`src/rtl/lpjs_pkg.sv`:
```
// ============================================================================
// lpjs_pkg - shared types and constants for the LED pattern job sequencer
// Request/result payload structs, job layout, job kind and color codes.
// ============================================================================
package lpjs_pkg;

    // Sizing
    localparam int QUEUE_DEPTH  = 8;
    localparam int MAX_COLORS   = 4;
    localparam int COLOR_FIELDS = 4;
    localparam int PTR_W        = $clog2(QUEUE_DEPTH);
    localparam int LVL_W        = ($clog2(QUEUE_DEPTH + 1) > 4) ? $clog2(QUEUE_DEPTH + 1) : 4;

    // Job kinds (kinds 6 and 7 are unknown and do nothing)
    localparam logic [2:0] KIND_NONE   = 3'd0;
    localparam logic [2:0] KIND_OFF    = 3'd1;
    localparam logic [2:0] KIND_ON     = 3'd2;
    localparam logic [2:0] KIND_ON_OFF = 3'd3;
    localparam logic [2:0] KIND_ALT    = 3'd4;
    localparam logic [2:0] KIND_QUIT   = 3'd5;

    // Color codes as carried in a job, and the LED drive codes
    localparam logic [1:0] COLOR_MAX_OK = 2'd2;
    localparam logic [1:0] LED_OFF      = 2'd0;

    // Request action codes
    localparam logic ACTION_PUSH = 1'b0;
    localparam logic ACTION_TICK = 1'b1;

    // Request payload
    typedef struct packed {
        logic        action;
        logic [2:0]  job_kind;
        logic [1:0]  color_a;
        logic [1:0]  color_b;
        logic [1:0]  color_c;
        logic [1:0]  color_d;
        logic [2:0]  color_count;
        logic [15:0] step_ms;
    } in_item_t;

    // Result payload
    typedef struct packed {
        logic [1:0] led_color;
        logic       led_command;
        logic       push_refused;
        logic       stopped;
        logic [3:0] queue_level;
    } out_item_t;

    // Stored job, 30 bits
    typedef struct packed {
        logic [15:0] step_ms;
        logic [2:0]  color_count;
        logic [1:0]  color_d;
        logic [1:0]  color_c;
        logic [1:0]  color_b;
        logic [1:0]  color_a;
        logic [2:0]  job_kind;
    } job_t;

    // Request class decided by the front end
    typedef enum logic [1:0] {
        OP_IGNORE,
        OP_STORE,
        OP_TICK
    } op_t;

    typedef struct packed {
        op_t  op;
        job_t job;
    } fe_entry_t;

    // Color field i of a job
    function automatic logic [1:0] job_color(input job_t j, input logic [1:0] i);
        logic [1:0] c;
        case (i)
            2'd0:    c = j.color_a;
            2'd1:    c = j.color_b;
            2'd2:    c = j.color_c;
            default: c = j.color_d;
        endcase
        return c;
    endfunction

endpackage

```
`src/rtl/lpjs_front.sv`:
```
// ============================================================================
// lpjs_front - request intake
// Classifies each request and holds it in a two-entry queue for the back end.
// ============================================================================
module lpjs_front (
    input  logic                 clk,
    input  logic                 rst_n,
    input  logic                 push,
    output logic                 full,
    input  lpjs_pkg::in_item_t   item,
    output logic                 fe_valid,
    output lpjs_pkg::fe_entry_t  fe_entry,
    input  logic                 fe_take
);
    import lpjs_pkg::*;

    fe_entry_t  slot_reg [2];
    logic       wr_reg;
    logic       rd_reg;
    logic [1:0] cnt_reg;
    logic [1:0] cnt_next;
    fe_entry_t  cls;
    logic       accept;

    // Classify: tick, storable push, or push of the none kind
    always_comb
    begin
        cls.job.job_kind    = item.job_kind;
        cls.job.color_a     = item.color_a;
        cls.job.color_b     = item.color_b;
        cls.job.color_c     = item.color_c;
        cls.job.color_d     = item.color_d;
        cls.job.color_count = item.color_count;
        cls.job.step_ms     = item.step_ms;
        if (item.action == ACTION_TICK)
            cls.op = OP_TICK;
        else if (item.job_kind == KIND_NONE)
            cls.op = OP_IGNORE;
        else
            cls.op = OP_STORE;
    end

    assign full     = (cnt_reg == 2'd2);
    assign accept   = push && !full;
    assign fe_valid = (cnt_reg != 2'd0);
    assign fe_entry = slot_reg[rd_reg];

    always_comb
    begin
        cnt_next = cnt_reg;
        if (accept && !fe_take)
            cnt_next = cnt_reg + 2'd1;
        else if (!accept && fe_take)
            cnt_next = cnt_reg - 2'd1;
    end

    // Queue pointers and count
    always_ff @(posedge clk or negedge rst_n)
    begin
        if (!rst_n)
        begin
            wr_reg  <= 1'b0;
            rd_reg  <= 1'b0;
            cnt_reg <= 2'd0;
        end
        else
        begin
            if (accept)
                wr_reg <= !wr_reg;
            if (fe_take)
                rd_reg <= !rd_reg;
            cnt_reg <= cnt_next;
        end
    end

    // Queue storage
    always_ff @(posedge clk)
    begin
        if (accept)
            slot_reg[wr_reg] <= cls;
    end

endmodule

```
`src/rtl/lpjs_back.sv`:
```
// ============================================================================
// lpjs_back - job FIFO and LED sequencer
// Runs one classified request per cycle while the result queue has room: stores jobs, counts ticks, runs jobs.
// ============================================================================
module lpjs_back (
    input  logic                 clk,
    input  logic                 rst_n,
    input  logic                 fe_valid,
    input  lpjs_pkg::fe_entry_t  fe_entry,
    output logic                 fe_take,
    input  logic                 rq_full,
    output logic                 res_valid,
    output lpjs_pkg::out_item_t  res,
    input  logic [15:0]          idle_poll_ms
);
    import lpjs_pkg::*;

    job_t             store_reg [QUEUE_DEPTH];
    logic [PTR_W-1:0] rd_reg,     rd_next;
    logic [PTR_W-1:0] wr_reg,     wr_next;
    logic [LVL_W-1:0] level_reg,  level_next;
    job_t             active_reg, active_next;
    logic             lit_reg,    lit_next;
    logic [15:0]      wait_reg,   wait_next;
    logic [1:0]       pos_reg,    pos_next;
    logic             halted_reg, halted_next;
    logic [1:0]       shown_reg,  shown_next;

    logic             go;
    logic             store_we;
    logic             refused;
    logic             cmd;
    logic             mid_alt;
    logic             do_pop;
    job_t             job;
    logic [1:0]       pos_cur;
    logic [1:0]       col;
    logic [3:0]       n4;
    logic [2:0]       n3;
    logic [2:0]       pos_p1;
    logic [15:0]      delay;

    function automatic logic [PTR_W-1:0] next_slot(input logic [PTR_W-1:0] s);
        return (s == PTR_W'(QUEUE_DEPTH - 1)) ? '0 : s + PTR_W'(1);
    endfunction

    assign go        = fe_valid && !rq_full;
    assign fe_take   = go;
    assign res_valid = go;

    // Sequencer step
    always_comb
    begin
        rd_next     = rd_reg;
        wr_next     = wr_reg;
        level_next  = level_reg;
        active_next = active_reg;
        lit_next    = lit_reg;
        wait_next   = wait_reg;
        pos_next    = pos_reg;
        halted_next = halted_reg;
        shown_next  = shown_reg;
        store_we    = 1'b0;
        refused     = 1'b0;
        cmd         = 1'b0;
        delay       = 16'd0;
        col         = 2'd0;
        pos_p1      = 3'd0;

        // Pass candidates: pop a stored job, if any, unless an alternate sequence is mid-way
        mid_alt = (active_reg.job_kind == KIND_ALT) && (pos_reg != 2'd0);
        do_pop  = (level_reg != '0) && !mid_alt;
        job     = do_pop ? store_reg[rd_reg] : active_reg;
        pos_cur = do_pop ? 2'd0 : pos_reg;

        // Alternate color count, clamped
        n4 = {1'b0, job.color_count};
        if (n4 > 4'(MAX_COLORS))
            n4 = 4'(MAX_COLORS);
        if (n4 > 4'(COLOR_FIELDS))
            n4 = 4'(COLOR_FIELDS);
        n3 = n4[2:0];

        if (go)
        begin
            case (fe_entry.op)
                OP_STORE:
                begin
                    if (level_reg == LVL_W'(QUEUE_DEPTH))
                        refused = 1'b1;
                    else
                    begin
                        store_we   = 1'b1;
                        wr_next    = next_slot(wr_reg);
                        level_next = level_reg + LVL_W'(1);
                    end
                end
                OP_TICK:
                begin
                    if (!halted_reg)
                    begin
                        if (wait_reg != 16'd0)
                            wait_next = wait_reg - 16'd1;
                        else
                        begin
                            if (do_pop)
                            begin
                                rd_next    = next_slot(rd_reg);
                                level_next = level_reg - LVL_W'(1);
                            end
                            active_next = job;
                            pos_next    = pos_cur;
                            case (job.job_kind)
                                KIND_NONE:
                                    delay = idle_poll_ms;
                                KIND_OFF:
                                begin
                                    shown_next = LED_OFF;
                                    cmd        = 1'b1;
                                end
                                KIND_ON:
                                begin
                                    col = job.color_a;
                                    if (col <= COLOR_MAX_OK)
                                    begin
                                        shown_next = col + 2'd1;
                                        cmd        = 1'b1;
                                    end
                                    active_next = '0;
                                end
                                KIND_ON_OFF:
                                begin
                                    if (lit_reg)
                                    begin
                                        shown_next = LED_OFF;
                                        cmd        = 1'b1;
                                        lit_next   = 1'b0;
                                    end
                                    else
                                    begin
                                        col = job.color_a;
                                        if (col <= COLOR_MAX_OK)
                                        begin
                                            shown_next = col + 2'd1;
                                            cmd        = 1'b1;
                                        end
                                        lit_next = 1'b1;
                                    end
                                    delay = job.step_ms;
                                end
                                KIND_ALT:
                                begin
                                    if (n3 != 3'd0)
                                    begin
                                        if ({1'b0, pos_cur} >= n3)
                                            pos_cur = 2'd0;
                                        col = job_color(job, pos_cur);
                                        if (col <= COLOR_MAX_OK)
                                        begin
                                            shown_next = col + 2'd1;
                                            cmd        = 1'b1;
                                        end
                                        delay  = job.step_ms;
                                        pos_p1 = {1'b0, pos_cur} + 3'd1;
                                        pos_next = (pos_p1 >= n3) ? 2'd0 : pos_p1[1:0];
                                    end
                                    else
                                        pos_next = 2'd0;
                                end
                                KIND_QUIT:
                                    halted_next = 1'b1;
                                default:
                                    delay = 16'd0;
                            endcase
                            wait_next = (delay == 16'd0) ? 16'd0 : delay - 16'd1;
                        end
                    end
                end
                default:
                    refused = 1'b0;
            endcase
        end

        res.led_color    = shown_next;
        res.led_command  = cmd;
        res.push_refused = refused;
        res.stopped      = halted_next;
        res.queue_level  = level_next[3:0];
    end

    // Sequencer state
    always_ff @(posedge clk or negedge rst_n)
    begin
        if (!rst_n)
        begin
            rd_reg     <= '0;
            wr_reg     <= '0;
            level_reg  <= '0;
            active_reg <= '0;
            lit_reg    <= 1'b0;
            wait_reg   <= 16'd0;
            pos_reg    <= 2'd0;
            halted_reg <= 1'b0;
            shown_reg  <= LED_OFF;
        end
        else
        begin
            rd_reg     <= rd_next;
            wr_reg     <= wr_next;
            level_reg  <= level_next;
            active_reg <= active_next;
            lit_reg    <= lit_next;
            wait_reg   <= wait_next;
            pos_reg    <= pos_next;
            halted_reg <= halted_next;
            shown_reg  <= shown_next;
        end
    end

    // Job storage
    always_ff @(posedge clk)
    begin
        if (store_we)
            store_reg[wr_reg] <= fe_entry.job;
    end

`ifndef SYNTH
    // Queue never holds more jobs than it has slots
    a_level_bound: assert property (@(posedge clk) disable iff (!rst_n)
        level_reg <= LVL_W'(QUEUE_DEPTH))
        else $error("job queue level out of range");

    // Quit is permanent
    a_halt_sticky: assert property (@(posedge clk) disable iff (!rst_n)
        halted_reg |=> halted_reg)
        else $error("halted state cleared");

    // A refused push only happens on a full queue
    a_refuse_full: assert property (@(posedge clk) disable iff (!rst_n)
        (go && res.push_refused) |-> (level_reg == LVL_W'(QUEUE_DEPTH)))
        else $error("push refused with room in queue");

    // A color position in progress belongs to an alternate job
    a_pos_alt: assert property (@(posedge clk) disable iff (!rst_n)
        (pos_reg != 2'd0) |-> (active_reg.job_kind == KIND_ALT))
        else $error("color position set outside alternate job");
`endif

endmodule

```
`src/rtl/lpjs_result_q.sv`:
```
// ============================================================================
// lpjs_result_q - result queue
// Two-entry queue that holds results until the receiver pops them.
// ============================================================================
module lpjs_result_q (
    input  logic                 clk,
    input  logic                 rst_n,
    input  logic                 wr_en,
    input  lpjs_pkg::out_item_t  wr_data,
    output logic                 rq_full,
    input  logic                 pop,
    output logic                 empty,
    output lpjs_pkg::out_item_t  rd_data
);
    import lpjs_pkg::*;

    out_item_t  slot_reg [2];
    logic       wr_reg;
    logic       rd_reg;
    logic [1:0] cnt_reg;
    logic [1:0] cnt_next;
    logic       do_rd;
    logic       do_wr;

    assign rq_full = (cnt_reg == 2'd2);
    assign empty   = (cnt_reg == 2'd0);
    assign rd_data = slot_reg[rd_reg];
    assign do_wr   = wr_en && !rq_full;
    assign do_rd   = pop && !empty;

    always_comb
    begin
        cnt_next = cnt_reg;
        if (do_wr && !do_rd)
            cnt_next = cnt_reg + 2'd1;
        else if (!do_wr && do_rd)
            cnt_next = cnt_reg - 2'd1;
    end

    // Pointers and count
    always_ff @(posedge clk or negedge rst_n)
    begin
        if (!rst_n)
        begin
            wr_reg  <= 1'b0;
            rd_reg  <= 1'b0;
            cnt_reg <= 2'd0;
        end
        else
        begin
            if (do_wr)
                wr_reg <= !wr_reg;
            if (do_rd)
                rd_reg <= !rd_reg;
            cnt_reg <= cnt_next;
        end
    end

    // Storage
    always_ff @(posedge clk)
    begin
        if (do_wr)
            slot_reg[wr_reg] <= wr_data;
    end

endmodule

```
`src/rtl/led_pattern_job_sequencer_top.sv`:
```
// ============================================================================
// led_pattern_job_sequencer_top - tri-color status LED job sequencer
// Request queue in, result queue out, APB register for the idle poll time.
// ============================================================================
// Usage:
//   Requests enter through push/full with the payload on item. A request is
//   either a job push or a one-millisecond tick. Every request gives exactly
//   one result, read through empty/pop from the result port, in order.
//   Jobs wait in an 8-deep FIFO; a push to a full FIFO is reported with
//   push_refused. Ticks count down the current wait and run the next job.
//   Timing: an accepted request is classified and registered in a two-entry
//   front queue; the sequencer runs it from there once the result queue has
//   room, and its result is registered in the result queue. The sequencer
//   finishes one request per cycle, so a request may be pushed every cycle
//   while results are popped every cycle.
//   Backpressure: when pop stays low the two-entry result queue fills, the
//   sequencer stops, the front queue fills and full goes high; nothing lost.
//   Reset: FIFO empty, LED off, no job active, not stopped, idle poll 500.
//   idle_poll_ms sits at byte address 0; the user must write it only while idle (unenforced).
// ============================================================================
module led_pattern_job_sequencer_top (
    input  logic                 clk,
    input  logic                 rst_n,
    input  logic                 push,
    output logic                 full,
    input  lpjs_pkg::in_item_t   item,
    input  logic                 pop,
    output logic                 empty,
    output lpjs_pkg::out_item_t  result,
    input  logic                 psel,
    input  logic                 penable,
    input  logic                 pwrite,
    input  logic [2:0]           paddr,
    input  logic [31:0]          pwdata,
    output logic [31:0]          prdata,
    output logic                 pready
);
    import lpjs_pkg::*;

    localparam logic REG_IDLE_POLL = 1'b0;

    fe_entry_t   fe_entry;
    logic        fe_valid;
    logic        fe_take;
    logic        rq_full;
    logic        res_valid;
    out_item_t   res;
    logic [15:0] idle_poll_reg;
    logic        cfg_we;

    // Configuration register
    assign pready = 1'b1;
    assign cfg_we = psel && penable && pwrite && pready && (paddr[2] == REG_IDLE_POLL);
    assign prdata = (paddr[2] == REG_IDLE_POLL) ? {16'd0, idle_poll_reg} : 32'd0;

    always_ff @(posedge clk or negedge rst_n)
    begin
        if (!rst_n)
            idle_poll_reg <= 16'd500;
        else if (cfg_we)
            idle_poll_reg <= pwdata[15:0];
    end

    // Request intake
    lpjs_front u_front (
        .clk      (clk),
        .rst_n    (rst_n),
        .push     (push),
        .full     (full),
        .item     (item),
        .fe_valid (fe_valid),
        .fe_entry (fe_entry),
        .fe_take  (fe_take)
    );

    // Job FIFO and sequencer
    lpjs_back u_back (
        .clk          (clk),
        .rst_n        (rst_n),
        .fe_valid     (fe_valid),
        .fe_entry     (fe_entry),
        .fe_take      (fe_take),
        .rq_full      (rq_full),
        .res_valid    (res_valid),
        .res          (res),
        .idle_poll_ms (idle_poll_reg)
    );

    // Result queue
    lpjs_result_q u_result_q (
        .clk     (clk),
        .rst_n   (rst_n),
        .wr_en   (res_valid),
        .wr_data (res),
        .rq_full (rq_full),
        .pop     (pop),
        .empty   (empty),
        .rd_data (result)
    );

endmodule
```
`config.mk`:
```
export PLATFORM = sky130hd
export DESIGN_NAME = led_pattern_job_sequencer_top
export DESIGN_NICKNAME = d
export VERILOG_FILES = /design/src/rtl/lpjs_pkg.sv /design/src/rtl/lpjs_front.sv /design/src/rtl/lpjs_back.sv /design/src/rtl/lpjs_result_q.sv /design/src/rtl/led_pattern_job_sequencer_top.sv
export SDC_FILE = /design/constraint.sdc
export NUM_CORES = 1
export LEC_CHECK = 0
export BUFFER_PORTS_ARGS = -buffer_cell sky130_fd_sc_hd__buf_2
export CORE_MARGIN = 2
export CORE_UTILIZATION = 41
export CTS_BUF_LIST = sky130_fd_sc_hd__clkbuf_8
export DETAILED_ROUTE_END_ITERATION = 12
export PLACE_DENSITY_LB_ADDON = 0.25
export SYNTH_ARGS = -nofsm -noshare
export SYNTH_HDL_FRONTEND = slang
export SYNTH_SLANG_ARGS = --single-unit
```
`constraint.sdc`:
```
create_clock -name clk -period 14.4 [get_ports clk]
set_clock_uncertainty 0.15 [all_clocks]
set_input_delay 0.72 -clock clk [delete_from_list [all_inputs] [get_ports clk]]
set_output_delay 0.72 -clock clk [all_outputs]
set_load 0.02 [all_outputs]
```
==> flow_metrics.env <==
export IMPL_clk_root_buffer_cell="sky130_fd_sc_hd__clkbuf_8"
export IMPL_detail_route_vias_per_cell=5.18
export IMPL_grt_antenna_before_repair=1
export IMPL_drv_slew=0
export IMPL_power_combinational_fraction_pct=33.5
export IMPL_leakage_nw=7.19
export IMPL_grt_first_pass_wirelength_um=57600
export IMPL_htree_num_levels=3
export IMPL_floorplan_initialDensity_pct=41.4
export IMPL_status="finished clean"
export IMPL_placer_congestion_estimate=0.841
export IMPL_antenna_cells_inserted=0
export IMPL_route_detailed_wl_per_inst_um=19.1
export IMPL_seq_power_share_pct=41.9
export IMPL_seq_area_frac_synth_pct=66.6
export IMPL_setup_worst_path_class="flip-flop to flip-flop"
export IMPL_hpwl_um=22500
export IMPL_fin_tns_setup_ns=0
export IMPL_worst_min_delay_path_startpoint="item[3]"
export IMPL_overall_track_demand_over_capacity_in_global_routing_pct=16.9
export IMPL_antenna_left=0
export IMPL_dieWidth_um=212
export IMPL_asyncSetResetFlopFracSynth_pct=21.1
export IMPL_synth_ff_latch_count=408
export IMPL_final_hold_viol_count=0
export IMPL_place_port_buffers=81
export IMPL_p_sw_share_pct=35.4
export IMPL_clock_transition_at_the_registers_of_the_reported_paths_ns=0.06
export IMPL_layout_area_overhead_vs_synth_pct=13.6
export IMPL_nets=1395
export IMPL_dr_first_iter_drc_count=721
export IMPL_synth_cell_area_um2=17800
export IMPL_fp_coreArea_um2=42900
export IMPL_worst_endpoint_required_ns=14.58
export IMPL_clock_fmax_ghz=0.181
export IMPL_endpoint_kind="flip-flop"
export IMPL_overflow=0
export IMPL_yosys_warnings=0
export IMPL_clk_latency_ns=0.61
export IMPL_drt_first_pass_iters=7
export IMPL_num_fill_cells=3714
export IMPL_timing_final_crit_share_pct=38.3
export IMPL_clockPowerShare_pct=24.6
export IMPL_crit_reg2reg_capture="u_result_q.slot_reg[0][7]"
export IMPL_layout_drive_gt1_share_pct=26.4
export IMPL_die_height_um=212
export IMPL_power_switching_mw=1.43
export IMPL_crit_path_max_fanout=37
export IMPL_drcViolationCount=0
export IMPL_edff_count_synth=322
export IMPL_avgSynthCellArea_um2=15.2
export IMPL_cts_root_to_sink_buffers=3
export IMPL_irDropWorstVdd_uv=92.8
export IMPL_mostFrequentLayoutCell="sky130_fd_sc_hd__edfxtp_1"
export IMPL_rsz0062_at_grt="false"
export IMPL_cts_sinks=408
export IMPL_power_per_cell_area_nw_per_um2=201
export IMPL_commonest_cells_after_routing_fill_and_taps_aside="322 x sky130_fd_sc_hd__edfxtp_1, 90 x sky130_fd_sc_hd__nand2_1, 80 x sky130_fd_sc_hd__buf_2"
export IMPL_cellInternalPower_mw=2.61
export IMPL_floorplan_die_area_um2=45000
export IMPL_grt_start_max_net_pins=48
export IMPL_max_cap_violations=0
export IMPL_number_of_cells_on_the_worst_hold_path=1
export IMPL_min_period_ns=5.52
export IMPL_routed_via_count=10100
export IMPL_crit_arrival_ns=5.70
export IMPL_worstMarginPinSlew_ns=1.06
export IMPL_max_slew_margin_rel_pct=28.6
export IMPL_cp_start_kind="flip-flop"
export IMPL_hold_worst_slack_ns=0.150
export IMPL_main_flop_type_after_synthesis="sky130_fd_sc_hd__edfxtp_1"
export IMPL_hold_path_endpoint="u_front.slot_reg[0][17]"
export IMPL_worst_r2r_path_depth=22
export IMPL_min_path_type="input pin to flip-flop"
export IMPL_synthCells=1171
export IMPL_grt_pass1_vias=10100
export IMPL_boundaryPins=117
export IMPL_route_final_wire_length_um=37100
export IMPL_reg2reg_slack_ns=8.88
export IMPL_cts_buffers_inserted=71
export IMPL_tritoncts="done"
export IMPL_report_power_total_mw=4.04
export IMPL_total_of_endpoints_with_negative_setup_slack_in_the_final_report=0
export IMPL_largest_register_ff_count=240
export IMPL_netlist_cell_type_count=80
export IMPL_std_cell_rows=76
export IMPL_r2r_start="u_back.rd_reg[2]"
==> worst max-delay path, cell delays in order, from the launching register on <==
cell and delay [ns]:
sky130_fd_sc_hd__dfrtp_2 0.50, sky130_fd_sc_hd__buf_4 0.54, sky130_fd_sc_hd__mux4_2 0.41, sky130_fd_sc_hd__mux2i_1 0.23, sky130_fd_sc_hd__nand2_1 0.09, sky130_fd_sc_hd__o21ai_0 0.22, sky130_fd_sc_hd__nor2b_1 0.28, sky130_fd_sc_hd__ha_1 0.26
sky130_fd_sc_hd__nand2b_1 0.14, sky130_fd_sc_hd__a21oi_1 0.14, sky130_fd_sc_hd__nor2b_1 0.07, sky130_fd_sc_hd__nor2_1 0.29, sky130_fd_sc_hd__inv_1 0.12, sky130_fd_sc_hd__ha_1 0.20, sky130_fd_sc_hd__inv_1 0.07, sky130_fd_sc_hd__nor2_1 0.05
sky130_fd_sc_hd__o31a_1 0.32, sky130_fd_sc_hd__ha_1 0.21, sky130_fd_sc_hd__nor2_1 0.17, sky130_fd_sc_hd__nand2_1 0.11, sky130_fd_sc_hd__nor2_1 0.12, sky130_fd_sc_hd__a21oi_1 0.04, sky130_fd_sc_hd__o21ai_0 0.47
==> final cells by class <==
cell class | instances | area, um2 | share of cell area (%)
multi-input combinational | 692 | 5590 | 27.7
inverter | 23 | 86.3 | 0.428
tap | 585 | 732 | 3.63
sequential | 408 | 11800 | 58.7
clock inverter | 51 | 268 | 1.33
timing repair buffer | 102 | 568 | 2.82
clock buffer | 79 | 1090 | 5.39
==> metrics by stage <==
step                      setup slack, ns  cells  cell area [um2]  utilization [%]
after floorplan                      9.42   1186            17800                -
after global placement               8.91   1809            18800             43.8
after detailed placement             8.83   1809            18800             43.8
after CTS                            8.81   1940            20200             47.0
after global routing                 8.41   1940            20200             47.0
final                                8.88   1940            20200             47.0
==> cells by family (layout without fill, tap and decap cells) <==
logic type,Yosys count,count (layout),synth area share [%]
AOI/OAI and AO/OA,187,187,6.76
xor gates and xnor gates,21,21,1.04
adders and majority gates,24,24,1.69
buffers and inverters,86,255,2.61
DFF,408,408,66.6
muxes,164,164,13.4
other,2,17,0.0423
and+or+nand+nor,279,279,7.80
==> worst max path at each step <==
stage / start / end / slack (ns) / cells past startpoint
after floorplan: u_back.level_reg[0] / u_result_q.slot_reg[0][7] / 9.42 / 26
after global placement: u_back.rd_reg[1] / u_result_q.slot_reg[0][7] / 8.91 / 22
after detailed placement: u_back.rd_reg[1] / u_result_q.slot_reg[0][7] / 8.83 / 22
after CTS: u_back.rd_reg[1] / u_result_q.slot_reg[0][7] / 8.81 / 22
after global routing: u_back.rd_reg[1] / u_result_q.slot_reg[0][7] / 8.41 / 22
final: u_back.rd_reg[2] / u_result_q.slot_reg[0][7] / 8.88 / 22
==> power groups by stage <==
| stage | registers (mW) | logic [mW] | clock network (mW) |
|---|---|---|---|
| floorplan | 1.67 | 1.02 | 0 |
| global placement | 1.71 | 1.34 | 0 |
| detailed placement | 1.72 | 1.37 | 0 |
| CTS | 1.70 | 1.37 | 1.03 |
| global route | 1.72 | 1.49 | 1.08 |
| finish | 1.69 | 1.35 | 0.996 |
==> layer usage <==
| layer | global-route usage (%) | share of wire (%) |
|---|---|---|
| met2 | 27.0 | 47 |
| met3 | 3.56 | 4.7 |
| met1 | 23.1 | 46 |
| met4 | 6.12 | 2.5 |
| met5 | 0 | 0.035 |
==> synth_stat cells, types with 3 or more instances <==
cell / instances / share of area [%]
sky130_fd_sc_hd__nand2b_1: 15 / 0.53
sky130_fd_sc_hd__or3_1: 5 / 0.18
sky130_fd_sc_hd__nand3_1: 13 / 0.37
sky130_fd_sc_hd__buf_4: 17 / 0.72
sky130_fd_sc_hd__mux4_2: 52 / 6.6
sky130_fd_sc_hd__nand2_1: 90 / 1.9
sky130_fd_sc_hd__edfxtp_1: 322 / 54
sky130_fd_sc_hd__inv_1: 23 / 0.49
sky130_fd_sc_hd__buf_2: 17 / 0.48
sky130_fd_sc_hd__clkbuf_1: 21 / 0.44
sky130_fd_sc_hd__and3_1: 3 / 0.11
sky130_fd_sc_hd__a221o_1: 3 / 0.17
sky130_fd_sc_hd__o21ai_0: 73 / 2.1
sky130_fd_sc_hd__mux2_2: 63 / 4.0
sky130_fd_sc_hd__nor3_1: 30 / 0.85
sky130_fd_sc_hd__xor2_1: 8 / 0.39
sky130_fd_sc_hd__and2_1: 4 / 0.14
sky130_fd_sc_hd__a21oi_1: 41 / 1.2
sky130_fd_sc_hd__nor4_1: 5 / 0.18
sky130_fd_sc_hd__or2_2: 4 / 0.14
sky130_fd_sc_hd__mux2i_1: 48 / 2.7
sky130_fd_sc_hd__o31ai_1: 4 / 0.17
sky130_fd_sc_hd__o21ai_1: 13 / 0.37
sky130_fd_sc_hd__nand3b_1: 3 / 0.13
sky130_fd_sc_hd__or4_1: 3 / 0.13
sky130_fd_sc_hd__nor3b_1: 4 / 0.17
sky130_fd_sc_hd__xnor2_1: 13 / 0.64
sky130_fd_sc_hd__buf_6: 6 / 0.38
sky130_fd_sc_hd__a21o_1: 4 / 0.17
sky130_fd_sc_hd__nor2b_1: 24 / 0.85
sky130_fd_sc_hd__o31a_1: 3 / 0.15
sky130_fd_sc_hd__dfrtp_1: 80 / 11
sky130_fd_sc_hd__nand4_1: 6 / 0.21
sky130_fd_sc_hd__ha_1: 24 / 1.7
sky130_fd_sc_hd__a22oi_1: 9 / 0.38
sky130_fd_sc_hd__o21a_1: 4 / 0.17
sky130_fd_sc_hd__dfstp_2: 6 / 0.89
sky130_fd_sc_hd__nor2_1: 59 / 1.2
==> timing repair <==
item                      in CTS  in global routing
hold endpoints to repair      37                  0
buffers inserted               0                  0
hold buffers                   1                  0
gates resized for setup        0                  0
Power figures use the tool's default switching activity.
